### config.mk
export PLATFORM = sky130hd
export DESIGN_NAME = aiff_pcm_downmix_flat
export DESIGN_NICKNAME = d
export VERILOG_FILES = /design/src/rtl/adm_pkg.sv /design/src/rtl/adm_if.sv /design/src/rtl/aiff_pcm_downmix.sv /design/src/rtl/adm_ctrl.sv /design/src/rtl/adm_dp.sv /design/src/flat_wrapper.sv
export SDC_FILE = /design/constraint.sdc
export NUM_CORES = 1
export LEC_CHECK = 0
export BUFFER_PORTS_ARGS = -buffer_cell sky130_fd_sc_hd__buf_2
export CAP_MARGIN = 20
export CORE_MARGIN = 3
export CORE_UTILIZATION = 50
export DETAILED_ROUTE_END_ITERATION = 10
export GPL_TIMING_DRIVEN = 0
export HOLD_SLACK_MARGIN = 0.15
export PLACE_DENSITY = 0.7
export RECOVER_POWER = 100
export SLEW_MARGIN = 5
export SYNTH_ARGS = -nofsm -noshare
export SYNTH_HDL_FRONTEND = slang
export SYNTH_HIERARCHICAL = 1
export SYNTH_SLANG_ARGS = --single-unit
### constraint.sdc
create_clock -name clk_i -period 4.5 [get_ports clk_i]
set_input_delay 0 -clock clk_i [delete_from_list [all_inputs] [get_ports clk_i]]
set_output_delay 0 -clock clk_i [all_outputs]
set_load 0.05 [all_outputs]
### src/rtl/adm_pkg.sv
// ----------------------------------------------------------------------------
// adm_pkg: shared types and constants of the PCM mono downmix
// Register indexes, controller states and the command and status bundles
// between controller and datapath.
// ----------------------------------------------------------------------------
package adm_pkg;

  localparam int CfgIdxW   = 2;
  localparam int CfgDataW  = 32;
  localparam int SampleW   = 32;

  localparam logic [CfgIdxW-1:0] CFG_CHANNEL_COUNT = 2'd0;
  localparam logic [CfgIdxW-1:0] CFG_SAMPLE_BYTES  = 2'd1;
  localparam logic [CfgIdxW-1:0] CFG_FRAME_LIMIT   = 2'd2;

  typedef enum logic [2:0] {
    S_RUN  = 3'b001,
    S_DIV  = 3'b010,
    S_WAIT = 3'b100
  } state_e;

  typedef struct packed {
    logic take;      // byte handshake completes this cycle
    logic div_step;  // advance the divider by one quotient bit
    logic out_load;  // move the quotient into the output register
  } ctrl_cmd_t;

  typedef struct packed {
    logic frame_end; // the offered byte completes a frame
    logic div_last;  // divider is on its final step
    logic out_free;  // output register can take a new result
  } ctrl_status_t;

endpackage

### src/rtl/adm_if.sv
// ----------------------------------------------------------------------------
// adm_if: stream channels of the PCM mono downmix
// Byte input channel and mono sample output channel, valid/ready.
// ----------------------------------------------------------------------------
interface adm_byte_if;
  logic       valid;
  logic       ready;
  logic [7:0] data_byte;

  modport source (output valid, output data_byte, input ready);
  modport sink   (input valid, input data_byte, output ready);
endinterface

interface adm_mono_if;
  logic               valid;
  logic               ready;
  logic signed [31:0] mono_sample;
  logic               last_frame;

  modport source (output valid, output mono_sample, output last_frame, input ready);
  modport sink   (input valid, input mono_sample, input last_frame, output ready);
endinterface

### src/rtl/aiff_pcm_downmix.sv
// ----------------------------------------------------------------------------
// aiff_pcm_downmix: big-endian PCM to mono downmix
// Assembles 8 to 32 bit big-endian samples into Q1.31, sums the channels of
// each frame and emits the truncated channel average, up to a frame limit.
//
//   channel    direction  carries
//   byte_i     in         data_byte, one sound-data byte per item
//   mono_o     out        mono_sample (Q1.31), last_frame
//   cfg_*_i    in         register writes, index 0..2, no read-back
//
// A byte that does not complete a frame is accepted in the run state. The byte that
// completes a frame starts the restoring divider, which produces one quotient
// bit per cycle over the full sum width, and the result enters the output
// register from the wait state once that register is free; no bytes are taken
// meanwhile. A waiting result does not block bytes of the next frame, only the
// next division's hand-off. Reset restores the register defaults at once;
// there is no clearing pass.
// ----------------------------------------------------------------------------
module aiff_pcm_downmix
  import adm_pkg::*;
#(
  parameter int MAX_CHANNELS = 8
) (
  input  logic                clk_i,
  input  logic                rst_ni,
  input  logic                cfg_we_i,
  input  logic [CfgIdxW-1:0]  cfg_idx_i,
  input  logic [CfgDataW-1:0] cfg_wdata_i,
  adm_byte_if.sink            byte_i,
  adm_mono_if.source          mono_o
);

  ctrl_cmd_t    cmd;
  ctrl_status_t status;

  adm_ctrl u_ctrl (
    .clk_i      (clk_i),
    .rst_ni     (rst_ni),
    .in_valid_i (byte_i.valid),
    .in_ready_o (byte_i.ready),
    .status_i   (status),
    .cmd_o      (cmd)
  );

  adm_dp #(
    .MAX_CHANNELS (MAX_CHANNELS)
  ) u_dp (
    .clk_i         (clk_i),
    .rst_ni        (rst_ni),
    .cfg_we_i      (cfg_we_i),
    .cfg_idx_i     (cfg_idx_i),
    .cfg_wdata_i   (cfg_wdata_i),
    .data_byte_i   (byte_i.data_byte),
    .cmd_i         (cmd),
    .status_o      (status),
    .out_ready_i   (mono_o.ready),
    .out_valid_o   (mono_o.valid),
    .mono_sample_o (mono_o.mono_sample),
    .last_frame_o  (mono_o.last_frame)
  );

endmodule

### src/rtl/adm_ctrl.sv
// ----------------------------------------------------------------------------
// adm_ctrl: sequencing controller
// Accepts bytes, runs the divider after each completed frame and hands the
// quotient to the output register.
// ----------------------------------------------------------------------------
module adm_ctrl
  import adm_pkg::*;
(
  input  logic         clk_i,
  input  logic         rst_ni,
  input  logic         in_valid_i,
  output logic         in_ready_o,
  input  ctrl_status_t status_i,
  output ctrl_cmd_t    cmd_o
);

  state_e state_q, state_d;

  always_ff @(posedge clk_i or negedge rst_ni) begin
    if (!rst_ni) begin
      state_q <= S_RUN;
    end else begin
      state_q <= state_d;
    end
  end

  always_comb begin
    state_d        = state_q;
    in_ready_o     = 1'b0;
    cmd_o          = '0;
    unique case (state_q)
      S_RUN: begin
        in_ready_o = 1'b1;
        cmd_o.take = in_valid_i;
        if (in_valid_i && status_i.frame_end) begin
          state_d = S_DIV;
        end
      end
      S_DIV: begin
        cmd_o.div_step = 1'b1;
        if (status_i.div_last) begin
          state_d = S_WAIT;
        end
      end
      S_WAIT: begin
        if (status_i.out_free) begin
          cmd_o.out_load = 1'b1;
          state_d        = S_RUN;
        end
      end
      default: state_d = S_RUN;
    endcase
  end

  a_ready_only_run: assert property (@(posedge clk_i) disable iff (!rst_ni)
    in_ready_o |-> state_q == S_RUN)
    else $error("byte accepted outside the run state");

  a_frame_starts_div: assert property (@(posedge clk_i) disable iff (!rst_ni)
    (cmd_o.take && status_i.frame_end) |=> state_q == S_DIV)
    else $error("completed frame did not start the divider");

  a_load_after_div: assert property (@(posedge clk_i) disable iff (!rst_ni)
    cmd_o.out_load |-> (state_q == S_WAIT && status_i.out_free))
    else $error("result loaded while output busy or divider not done");

endmodule

### src/rtl/adm_dp.sv
// ----------------------------------------------------------------------------
// adm_dp: downmix datapath
// Configuration registers, sample assembly, frame accumulation, a one bit
// per cycle restoring divider and the output register.
// ----------------------------------------------------------------------------
module adm_dp
  import adm_pkg::*;
#(
  parameter int MAX_CHANNELS = 8
) (
  input  logic                    clk_i,
  input  logic                    rst_ni,
  input  logic                    cfg_we_i,
  input  logic [CfgIdxW-1:0]      cfg_idx_i,
  input  logic [CfgDataW-1:0]     cfg_wdata_i,
  input  logic [7:0]              data_byte_i,
  input  ctrl_cmd_t               cmd_i,
  output ctrl_status_t            status_o,
  input  logic                    out_ready_i,
  output logic                    out_valid_o,
  output logic signed [SampleW-1:0] mono_sample_o,
  output logic                    last_frame_o
);

  // The channel register is four bits wide, so at most fifteen channels count.
  localparam int          ChCapInt = (MAX_CHANNELS > 15) ? 15 : MAX_CHANNELS;
  localparam logic [3:0]  ChCap    = 4'(ChCapInt);
  localparam int          SumW     = SampleW + 1 + $clog2(ChCapInt + 1);
  localparam int          CntW     = $clog2(SumW);
  localparam logic [CntW-1:0] CntLoad = CntW'(SumW - 1);

  logic [3:0]  channel_count_q;
  logic [2:0]  sample_bytes_q;
  logic [31:0] frame_limit_q;

  logic [31:0]            sample_shift_q, sample_shift_d;
  logic [1:0]             byte_idx_q, byte_idx_d;
  logic [3:0]             ch_idx_q, ch_idx_d;
  logic signed [SumW-1:0] frame_sum_q, frame_sum_d;
  logic [31:0]            frames_done_q, frames_done_d;

  logic [SumW-1:0]  dq_q, dq_d;       // dividend bits out, quotient bits in
  logic [4:0]       rem_q, rem_d;
  logic             neg_q, neg_d;
  logic             last_q, last_d;
  logic [CntW-1:0]  cnt_q, cnt_d;

  logic                     out_valid_q;
  logic signed [SampleW-1:0] out_sample_q;
  logic                     out_last_q;

  logic [2:0]             nbytes;
  logic [3:0]             nch;
  logic                   limited;
  logic                   sample_end;
  logic                   frame_end;
  logic [31:0]            shift_new;
  logic [31:0]            just;
  logic signed [SumW-1:0] sum_new;
  logic [5:0]             trial;
  logic                   fits;
  logic [SumW-1:0]        quot_signed;
  logic                   cfg_clear;

  always_comb begin
    nbytes = sample_bytes_q;
    if (sample_bytes_q == 3'd0) nbytes = 3'd1;
    else if (sample_bytes_q > 3'd4) nbytes = 3'd4;
    nch = channel_count_q;
    if (channel_count_q == 4'd0) nch = 4'd1;
    else if (channel_count_q > ChCap) nch = ChCap;
  end

  assign limited    = frames_done_q >= frame_limit_q;
  assign sample_end = ({1'b0, byte_idx_q} + 3'd1) >= nbytes;
  assign frame_end  = !limited && sample_end && (({1'b0, ch_idx_q} + 5'd1) >= {1'b0, nch});
  assign shift_new  = {sample_shift_q[23:0], data_byte_i};

  always_comb begin
    case (nbytes)
      3'd1:    just = {shift_new[7:0], 24'd0};
      3'd2:    just = {shift_new[15:0], 16'd0};
      3'd3:    just = {shift_new[23:0], 8'd0};
      default: just = shift_new;
    endcase
  end

  assign sum_new   = frame_sum_q + SumW'(signed'(just));
  assign cfg_clear = cfg_we_i &&
                     (cfg_idx_i == CFG_CHANNEL_COUNT || cfg_idx_i == CFG_SAMPLE_BYTES);

  // Restoring division step on the magnitude of the frame sum.
  assign trial = {rem_q, dq_q[SumW-1]};
  assign fits  = trial >= {2'b00, nch};

  always_comb begin
    sample_shift_d = sample_shift_q;
    byte_idx_d     = byte_idx_q;
    ch_idx_d       = ch_idx_q;
    frame_sum_d    = frame_sum_q;
    frames_done_d  = frames_done_q;
    dq_d           = dq_q;
    rem_d          = rem_q;
    neg_d          = neg_q;
    last_d         = last_q;
    cnt_d          = cnt_q;

    if (cmd_i.take && !limited) begin
      if (!sample_end) begin
        sample_shift_d = shift_new;
        byte_idx_d     = byte_idx_q + 2'd1;
      end else begin
        sample_shift_d = '0;
        byte_idx_d     = '0;
        if (!frame_end) begin
          ch_idx_d    = ch_idx_q + 4'd1;
          frame_sum_d = sum_new;
        end else begin
          ch_idx_d      = '0;
          frame_sum_d   = '0;
          frames_done_d = frames_done_q + 32'd1;
          last_d        = (frames_done_q + 32'd1) == frame_limit_q;
          neg_d         = sum_new[SumW-1];
          dq_d          = sum_new[SumW-1] ? SumW'(-sum_new) : SumW'(sum_new);
          rem_d         = '0;
          cnt_d         = CntLoad;
        end
      end
    end

    if (cmd_i.div_step) begin
      rem_d = fits ? 5'(trial - {2'b00, nch}) : trial[4:0];
      dq_d  = {dq_q[SumW-2:0], fits};
      cnt_d = cnt_q - CntW'(1);
    end

    if (cfg_clear) begin
      sample_shift_d = '0;
      byte_idx_d     = '0;
      ch_idx_d       = '0;
      frame_sum_d    = '0;
    end
  end

  assign quot_signed = neg_q ? (~dq_q + SumW'(1)) : dq_q;

  always_ff @(posedge clk_i or negedge rst_ni) begin
    if (!rst_ni) begin
      channel_count_q <= 4'd1;
      sample_bytes_q  <= 3'd2;
      frame_limit_q   <= '0;
      sample_shift_q  <= '0;
      byte_idx_q      <= '0;
      ch_idx_q        <= '0;
      frame_sum_q     <= '0;
      frames_done_q   <= '0;
      cnt_q           <= '0;
      out_valid_q     <= 1'b0;
    end else begin
      if (cfg_we_i) begin
        unique case (cfg_idx_i)
          CFG_CHANNEL_COUNT: channel_count_q <= cfg_wdata_i[3:0];
          CFG_SAMPLE_BYTES:  sample_bytes_q  <= cfg_wdata_i[2:0];
          CFG_FRAME_LIMIT:   frame_limit_q   <= cfg_wdata_i;
          default: ;
        endcase
      end
      sample_shift_q <= sample_shift_d;
      byte_idx_q     <= byte_idx_d;
      ch_idx_q       <= ch_idx_d;
      frame_sum_q    <= frame_sum_d;
      frames_done_q  <= frames_done_d;
      cnt_q          <= cnt_d;
      if (cmd_i.out_load) begin
        out_valid_q <= 1'b1;
      end else if (out_ready_i) begin
        out_valid_q <= 1'b0;
      end
    end
  end

  always_ff @(posedge clk_i) begin
    dq_q   <= dq_d;
    rem_q  <= rem_d;
    neg_q  <= neg_d;
    last_q <= last_d;
    if (cmd_i.out_load) begin
      out_sample_q <= quot_signed[SampleW-1:0];
      out_last_q   <= last_q;
    end
  end

  assign status_o.frame_end = frame_end;
  assign status_o.div_last  = cnt_q == '0;
  assign status_o.out_free  = !out_valid_q || out_ready_i;

  assign out_valid_o   = out_valid_q;
  assign mono_sample_o = out_sample_q;
  assign last_frame_o  = out_last_q;

endmodule
### src/flat_wrapper.sv
// flat-port wrapper written by rule: the top's interface ports become plain ports
module aiff_pcm_downmix_flat import adm_pkg::*;
#(
  parameter int MAX_CHANNELS = 8
)
  (clk_i, rst_ni, cfg_we_i, cfg_idx_i, cfg_wdata_i, byte_i_valid, byte_i_data_byte, byte_i_ready, mono_o_valid, mono_o_mono_sample, mono_o_last_frame, mono_o_ready);
  adm_byte_if byte_i_i ();
  adm_mono_if mono_o_i ();
  input  logic clk_i;
  input  logic rst_ni;
  input  logic cfg_we_i;
  input  logic [CfgIdxW-1:0] cfg_idx_i;
  input  logic [CfgDataW-1:0] cfg_wdata_i;
  input wire logic [$bits(byte_i_i.valid)-1:0] byte_i_valid;
  input wire logic [$bits(byte_i_i.data_byte)-1:0] byte_i_data_byte;
  output wire logic [$bits(byte_i_i.ready)-1:0] byte_i_ready;
  output wire logic [$bits(mono_o_i.valid)-1:0] mono_o_valid;
  output wire logic [$bits(mono_o_i.mono_sample)-1:0] mono_o_mono_sample;
  output wire logic [$bits(mono_o_i.last_frame)-1:0] mono_o_last_frame;
  input wire logic [$bits(mono_o_i.ready)-1:0] mono_o_ready;
  assign byte_i_i.valid = byte_i_valid;
  assign byte_i_i.data_byte = byte_i_data_byte;
  assign byte_i_ready = byte_i_i.ready;
  assign mono_o_valid = mono_o_i.valid;
  assign mono_o_mono_sample = mono_o_i.mono_sample;
  assign mono_o_last_frame = mono_o_i.last_frame;
  assign mono_o_i.ready = mono_o_ready;
  aiff_pcm_downmix #(.MAX_CHANNELS(MAX_CHANNELS)) u_core (.clk_i(clk_i), .rst_ni(rst_ni), .cfg_we_i(cfg_we_i), .cfg_idx_i(cfg_idx_i), .cfg_wdata_i(cfg_wdata_i), .byte_i(byte_i_i), .mono_o(mono_o_i));
endmodule
==> flow_summary.ini, run 1 <==
[run_status]
outcome = finished with violations
violations = max-capacitance violations, max-slew violations, negative setup slack

[sta]
slew-limit-headroom_pct = -36.1
worstMarginPinSlew_ns = 2.04
finalClockSkew_ns = 0.0162
fin_crit_sh_pct = 101
max_freq_mhz = 220
report.final.slew_viol_count = 148
rsz0062_at_grt = yes
setup_tns_ns = -0.0992
fin_crit_ns = 4.54
finalSetupViolCount = 4
setup_ws_ns = -0.0447
fin_hold_ws_ns = 0.233
final_hold_viol_count = 0

[final_layout]
final_cells = 2333
layout.nets = 2055
final_area_um2 = 19100
area_growth_pct = 22.2
drive_gt1_share_pct = 17.3
diodes = 0

[drt]
vias = 14270
drt_iter0_markers = 1125
firstDrtPassIters = 5
vias_per_cell = 6.12
ant_nets = 0
routed_wl_um = 45200
wl_per_cell_um = 19.4
drcViolationCount = 0

[floorplanning]
fp.coreArea_um2 = 30700
start_util_pct = 50.9
rows = 64
dieArea_um2 = 33400
die_w_um = 183
die_h_um = 183
top_level_ports = 82

[global_routing]
track_usage_pct = 26.4
grt_first_pass_wirelength_um = 72100
antenna_found_initial = 0
grt_max_degree = 82
grt_pass1_vias = 13688
gr-total-overflow = 0

[synthesis]
synth.most_common_cell = nand2_1
synth_commonest_cells = 222 x nand2_1, 145 x dfrtp_1, 119 x xnor2_1, 117 x o21ai_0, 99 x a21oi_1
synth.yosys.warnings = 6
syn-num-nets = 1847
avgSynthCellArea_um2 = 9.13
synth_top_area_cell = dfrtp_1
synth-edff-count = 77
synthArstFlopShare_pct = 65.8
ys.flop_type = dfrtp_1
ys_types = 85
yosys-top-cells-area = dfrtp_1 23%, edfxtp_1 15%, ha_1 7.1%, xnor2_1 6.7%, nand2_1 5.3%
netlist_instances = 1710
netlist_area_um2 = 15600
synth_top_area_share_pct = 23.2
ys_ff_latch = 225
ys_seq_area_share_pct = 38.5

[clock_network]
cts_buffers = 27
clockBufferDepth = 3
cts.sinks = 225
clk_pin_slew_worst_paths_ns = 0.06
htree_levels = 1
cts_tree = done
clk_latency_ns = 0.54
cts_root_buffer = clkbuf_16

[placed_design]
routabilityCongestion = 0.953
dpl_cell_area_um2 = 16600
place_ws_ns = -1.38
io_buffers = 81
hpwlAfterDp_um = 32300
dpl.cell_count = 2189

[worst_setup_path]
start_kind = flip-flop
worstPathMaxFanout = 8
timing.rr.end = u_core/u_dp/dq_q[23]$_DFFE_PP_
worst_ep_required_time_ns = 4.87
max_stage_delay_ns = 0.59
crit_path_end_kind = flip-flop
rrSetupSlack_ns = -0.04
critPathArrivalTime_ns = 4.91
startpoint = u_core/u_dp/sample_bytes_q[1]$_DFFE_PN1P_
worstSetupEndpoint = u_core/u_dp/dq_q[23]$_DFFE_PP_
crit_chain = and2_4 > nand2_4 > o21ai_4 > ha_1 > buf_6 > nand4_1 > nor4_4 > a211oi_4 > or3_1 > o311a_4 > or3b_4 > or4b_4 > or3_4 > and3_4 > o31ai_2
crit_type = reg -> reg
critical_path.slowest_cell = or4b_4
timing.rr.start = u_core/u_dp/sample_bytes_q[1]$_DFFE_PN1P_
worst_r2r_path_depth = 15

[pwr]
vdd_drop_max_uv = 401
p_leak_uw = 0.00783
p_per_area_nw_per_um2 = 581

[min_path]
hold_path.class = in -> reg
hold_path_depth = 3

[flow_run]
cap_violations = 2
## worst min path at each step
stage	to	from	slack, ns
6_report	u_core/u_dp/frame_limit_q[28]$_DFFE_PN0P_	cfg_wdata_i[28]	0.23
5_1_grt	u_core/u_dp/frame_limit_q[23]$_DFFE_PN0P_	cfg_wdata_i[23]	0.23
4_1_cts	u_core/u_dp/frame_sum_q[0]$_DFFE_PN0P_	byte_i_data_byte[0]	0.21
3_5_place_dp	u_core/u_dp/frame_sum_q[34]$_DFFE_PN0P_	rst_ni	0.004
3_3_place_gp	u_core/u_dp/frame_limit_q[15]$_DFFE_PN0P_	cfg_wdata_i[15]	0.23
2_1_floorplan	u_core/u_ctrl/state_q[1]$_DFFE_PN0P_	rst_ni	-0.30
## worst max-delay path: cells and delay by family, from the launching register on
kind	cells	cell delay, ns
compound gates	4	0.59
fa+ha+maj	1	0.18
buf+inv	1	0.12
flops	1	0.54
simple gates	9	2.94
## metrics by stage
| stage | utilization, % | total power, uW |
|---|---|---|
| 2_1_floorplan | - | 6700 |
| 3_5_place_dp | 54.0 | 8010 |
| 4_1_cts | 61.2 | 10700 |
| 5_1_grt | 62.2 | 11800 |
| 3_3_place_gp | 53.9 | 7880 |
| 6_report | 62.2 | 11100 |
## repair_timing
item,4_1_cts,5_1_grt
endpoints found under the setup margin,111,85
endpoints found under the hold margin,200,0
pin swaps,33,38
hold buffers,57,0
resized for setup,128,96
buffers inserted,31,20
## metal layers
layer  up-vias  routed length (um)  GRT usage [%]  part of all wire, %
li1       6667                   -              -                    -
met1      6935               20400           37.9                   45
met2       559               20000           41.3                   44
met3       109                3100           3.35                  6.8
met4         0                1790           9.75                  4.0
met5         -                   0              0                    0
## report_power, final
group	internal (uW)	total, uW	leakage (uW)	switching [uW]
logic	2400	5790	0.00479	3390
registers	2750	3180	0.00262	436
clock network	1290	2120	0.000421	828
## state kept, by name, indices dropped and copies added, names as in the netlist, 2 cells and up
signal / cells
u_core/u_dp/mono_sample_o: 32
u_core/u_dp/ch_idx_q: 4
u_core/u_dp/rem_q: 5
u_core/u_dp/byte_idx_q: 2
u_core/u_dp/frames_done_q: 32
u_core/u_dp/dq_q: 37
u_core/u_dp/sample_shift_q: 24
u_core/u_dp/channel_count_q: 4
u_core/u_dp/sample_bytes_q: 3
u_core/u_ctrl/state_q: 3
u_core/u_dp/frame_sum_q: 37
u_core/u_dp/cnt_q: 6
u_core/u_dp/frame_limit_q: 32
## placed cells by master (no fill, tap or decap), types with 9 or more instances in the layout
| master | n |
|---|---|
| o21ai_1 | 12 |
| nor2_1 | 77 |
| o21ai_0 | 95 |
| buf_4 | 51 |
| o211ai_1 | 15 |
| ha_1 | 78 |
| and3_1 | 17 |
| o21ai_2 | 9 |
| dlygate4sd3_1 | 56 |
| a21oi_2 | 13 |
| nor2b_1 | 10 |
| or3_1 | 17 |
| edfxtp_1 | 77 |
| xor2_1 | 33 |
| mux2i_1 | 24 |
| clkbuf_1 | 99 |
| nand4_1 | 30 |
| clkbuf_16 | 27 |
| a21oi_1 | 86 |
| o31ai_1 | 11 |
| a22o_1 | 21 |
| or4_1 | 15 |
| mux2_2 | 50 |
| a31oi_1 | 11 |
| clkbuf_8 | 9 |
| nand3_1 | 64 |
| dfrtp_1 | 144 |
| nand2_1 | 214 |
| xnor2_1 | 117 |
| buf_2 | 48 |
| nor3_1 | 31 |
| o21a_1 | 13 |
| inv_1 | 61 |
| nor4_1 | 18 |
| o22ai_1 | 9 |
| and2_1 | 19 |
| a211oi_1 | 9 |
| nand2b_1 | 16 |
| a21o_1 | 25 |
## cell families (layout without fill, tap and decap cells)
kind of cell               Yosys count  after routing  synth area share [%]
adders and majority gates           90             90                  7.31
DFF                                225            225                  38.5
xor gates and xnor gates           157            157                  8.81
buffers and inverters              145            372                  3.58
muxes                               76             76                  5.28
AOI/OAI and AO/OA                  406            406                  16.8
and+or+nand+nor                    611            611                  19.7
## layout make-up
cell class / count / area (um^2)
fill: 2522 / 11600
multi-input combinational: 1340 / 9780
sequential: 225 / 6020
timing repair buffer: 191 / 1320
clock buffer: 46 / 827
tap: 396 / 495
buffer: 72 / 372
inverter: 61 / 229
clock inverter: 2 / 35.0
Power figures use the tool's default switching activity.
==> inputs of run 2 (changes only) <==
--- a/config.mk
+++ b/config.mk
@@ -15,5 +15,5 @@
 export PLACE_DENSITY = 0.7
 export RECOVER_POWER = 100
-export SLEW_MARGIN = 5
+export SLEW_MARGIN = 20
 export SYNTH_ARGS = -nofsm -noshare
 export SYNTH_HDL_FRONTEND = slang
==> constraint.sdc (replaced) <==
create_clock -name clk_i -period 4.5 [get_ports clk_i]
set_input_delay 0.675 -clock clk_i [delete_from_list [all_inputs] [get_ports clk_i]]
set_output_delay 0.675 -clock clk_i [all_outputs]
set_load 0.05 [all_outputs]
==> flow_summary.ini, run 2 (synthesized netlist as in run 1, its figures left out) <==
[run_status]
outcome = finished with violations
violations = max-capacitance violations, max-slew violations, negative setup slack

[pwr]
vdd_drop_max_uv = 349
p_per_area_nw_per_um2 = 598
p_leak_uw = 0.00772

[sta]
setup_ws_ns = -0.0602
max_freq_mhz = 219
worstMarginPinSlew_ns = 1.93
fin_hold_ws_ns = 0.368
finalSetupViolCount = 4
finalClockSkew_ns = 0.0172
slew-limit-headroom_pct = -28.4
fin_crit_sh_pct = 101
rsz0062_at_grt = yes
final_hold_viol_count = 0
report.final.slew_viol_count = 151
fin_crit_ns = 4.56

[global_routing]
grt_first_pass_wirelength_um = 70300
track_usage_pct = 25.8
gr-total-overflow = 0
grt_pass1_vias = 13226
grt_max_degree = 76
antenna_found_initial = 0

[drt]
vias_per_cell = 6.07
drt_iter0_markers = 1237
ant_nets = 0
vias = 13884
firstDrtPassIters = 6
wl_per_cell_um = 19.4
drcViolationCount = 0
routed_wl_um = 44400

[final_layout]
diodes = 0
final_area_um2 = 18700
area_growth_pct = 19.5
layout_commonest_cell = nand2_1
utilization_pct = 60.9
final_cell_mix = 214 x nand2_1, 144 x dfrtp_1, 116 x xnor2_1, 94 x o21ai_0, 93 x clkbuf_1
drive_gt1_share_pct = 18.4
reg.largest.list = u_core/u_dp/dq_q (37), u_core/u_dp/frame_sum_q (37)
layout.nets = 2009
nFillCells = 2624

[worst_setup_path]
critPathArrivalTime_ns = 4.93
worstPathMaxFanout = 10
crit_type = reg -> reg
start_kind = flip-flop
crit_path_end_kind = flip-flop
worst_ep_required_time_ns = 4.87

[floorplanning]
dieArea_um2 = 33400
die_h_um = 183
rows = 64
fp.coreArea_um2 = 30700
start_util_pct = 50.9
die_w_um = 183
top_level_ports = 82

[clock_network]
cts_buffers = 27
cts_root_buffer = clkbuf_16
cts.sinks = 225
clk_latency_ns = 0.54
cts_tree = done
htree_levels = 1
clk_pin_slew_worst_paths_ns = 0.06
clockBufferDepth = 3

[min_path]
hold_path.class = in -> reg

[placed_design]
routabilityCongestion = 0.962
dpl_cell_area_um2 = 16600
hpwlAfterDp_um = 32500
io_buffers = 81

[flow_run]
cap_violations = 2
==> run 2: timing repair <==
action                                 CTS  global route
resized for setup                      132            88
setup buffers                           42            17
setup endpoints to repair               99            88
pin swaps                               42            40
hold buffers                             1             0
endpoints found under the hold margin   13             0
==> run 2: worst max-delay path, stage by stage, from the launching register on <==
cell      delay, ns
dfrtp_2        0.44
buf_2          0.19
and2_1         0.20
ha_1           0.30
buf_2          0.21
a211oi_4       0.12
nor4_4         0.52
a211oi_4       0.12
or3_1          0.41
o311a_4        0.14
or3b_4         0.40
or4b_4         0.59
or3_4          0.42
and3_4         0.19
o31ai_4        0.15
==> run 2: layer usage <==
metal  share of wire (%)  global-route usage (%)  up-vias
met4                 2.7                    6.98        0
met5                   0                       0        -
met2                  45                    41.2      486
met3                 6.8                    3.19       73
li1                    -                       -     6557
met1                  46                    37.4     6768
==> run 2: power by group <==
| group | switching, uW | internal [uW] | total (uW) |
|---|---|---|---|
| Sequential | 428 | 2740 | 3170 |
| Clock | 867 | 1330 | 2200 |
| Combinational | 3410 | 2370 | 5790 |
| Total | 4710 | 6450 | 11200 |
==> run 2: area by class of cell <==
| type | count | area [um^2] | share of cell area, % |
|---|---|---|---|
| buffer | 75 | 389 | 2.08 |
| clock buffer | 40 | 826 | 4.42 |
| clock inverter | 10 | 91.3 | 0.489 |
| inverter | 61 | 229 | 1.23 |
| multi-input combinational | 1340 | 9770 | 52.4 |
| sequential | 225 | 6020 | 32.3 |
| tap | 396 | 495 | 2.65 |
| timing repair buffer | 142 | 841 | 4.50 |
==> run 2: path summary, 6_finish.rpt <==
path	startpoint	end	slack, ns	cells past startpoint
max	u_core/u_dp/sample_bytes_q[2]$_DFFE_PN0P_	u_core/u_dp/dq_q[23]$_DFFE_PP_	-0.06	14
min	cfg_wdata_i[5]	u_core/u_dp/frame_limit_q[5]$_DFFE_PN0P_	0.37	2
max reg2reg	u_core/u_dp/sample_bytes_q[2]$_DFFE_PN0P_	u_core/u_dp/dq_q[23]$_DFFE_PP_	-0.06	14
min reg2reg	u_core/u_dp/last_q$_DFFE_PP_	u_core/u_dp/last_frame_o$_DFFE_PP_	0.43	0
max in group asynchronous	rst_ni	u_core/u_dp/frame_limit_q[17]$_DFFE_PN0P_	0.71	3
min in group asynchronous	rst_ni	u_core/u_dp/frame_sum_q[34]$_DFFE_PN0P_	1.18	2
==> run 2: through the flow <==
step,instances,setup TNS (ns),total power [uW],setup slack (ns)
after global placement,2187,-35.60,7880,-1.30
final,2289,-0.153,11200,-0.0602
after floorplan,1710,0,6700,0.00924
after detailed placement,2188,-40.22,8010,-1.32
after CTS,2278,-0.155,10800,-0.0569
after global routing,2289,-5.83,11900,-0.169
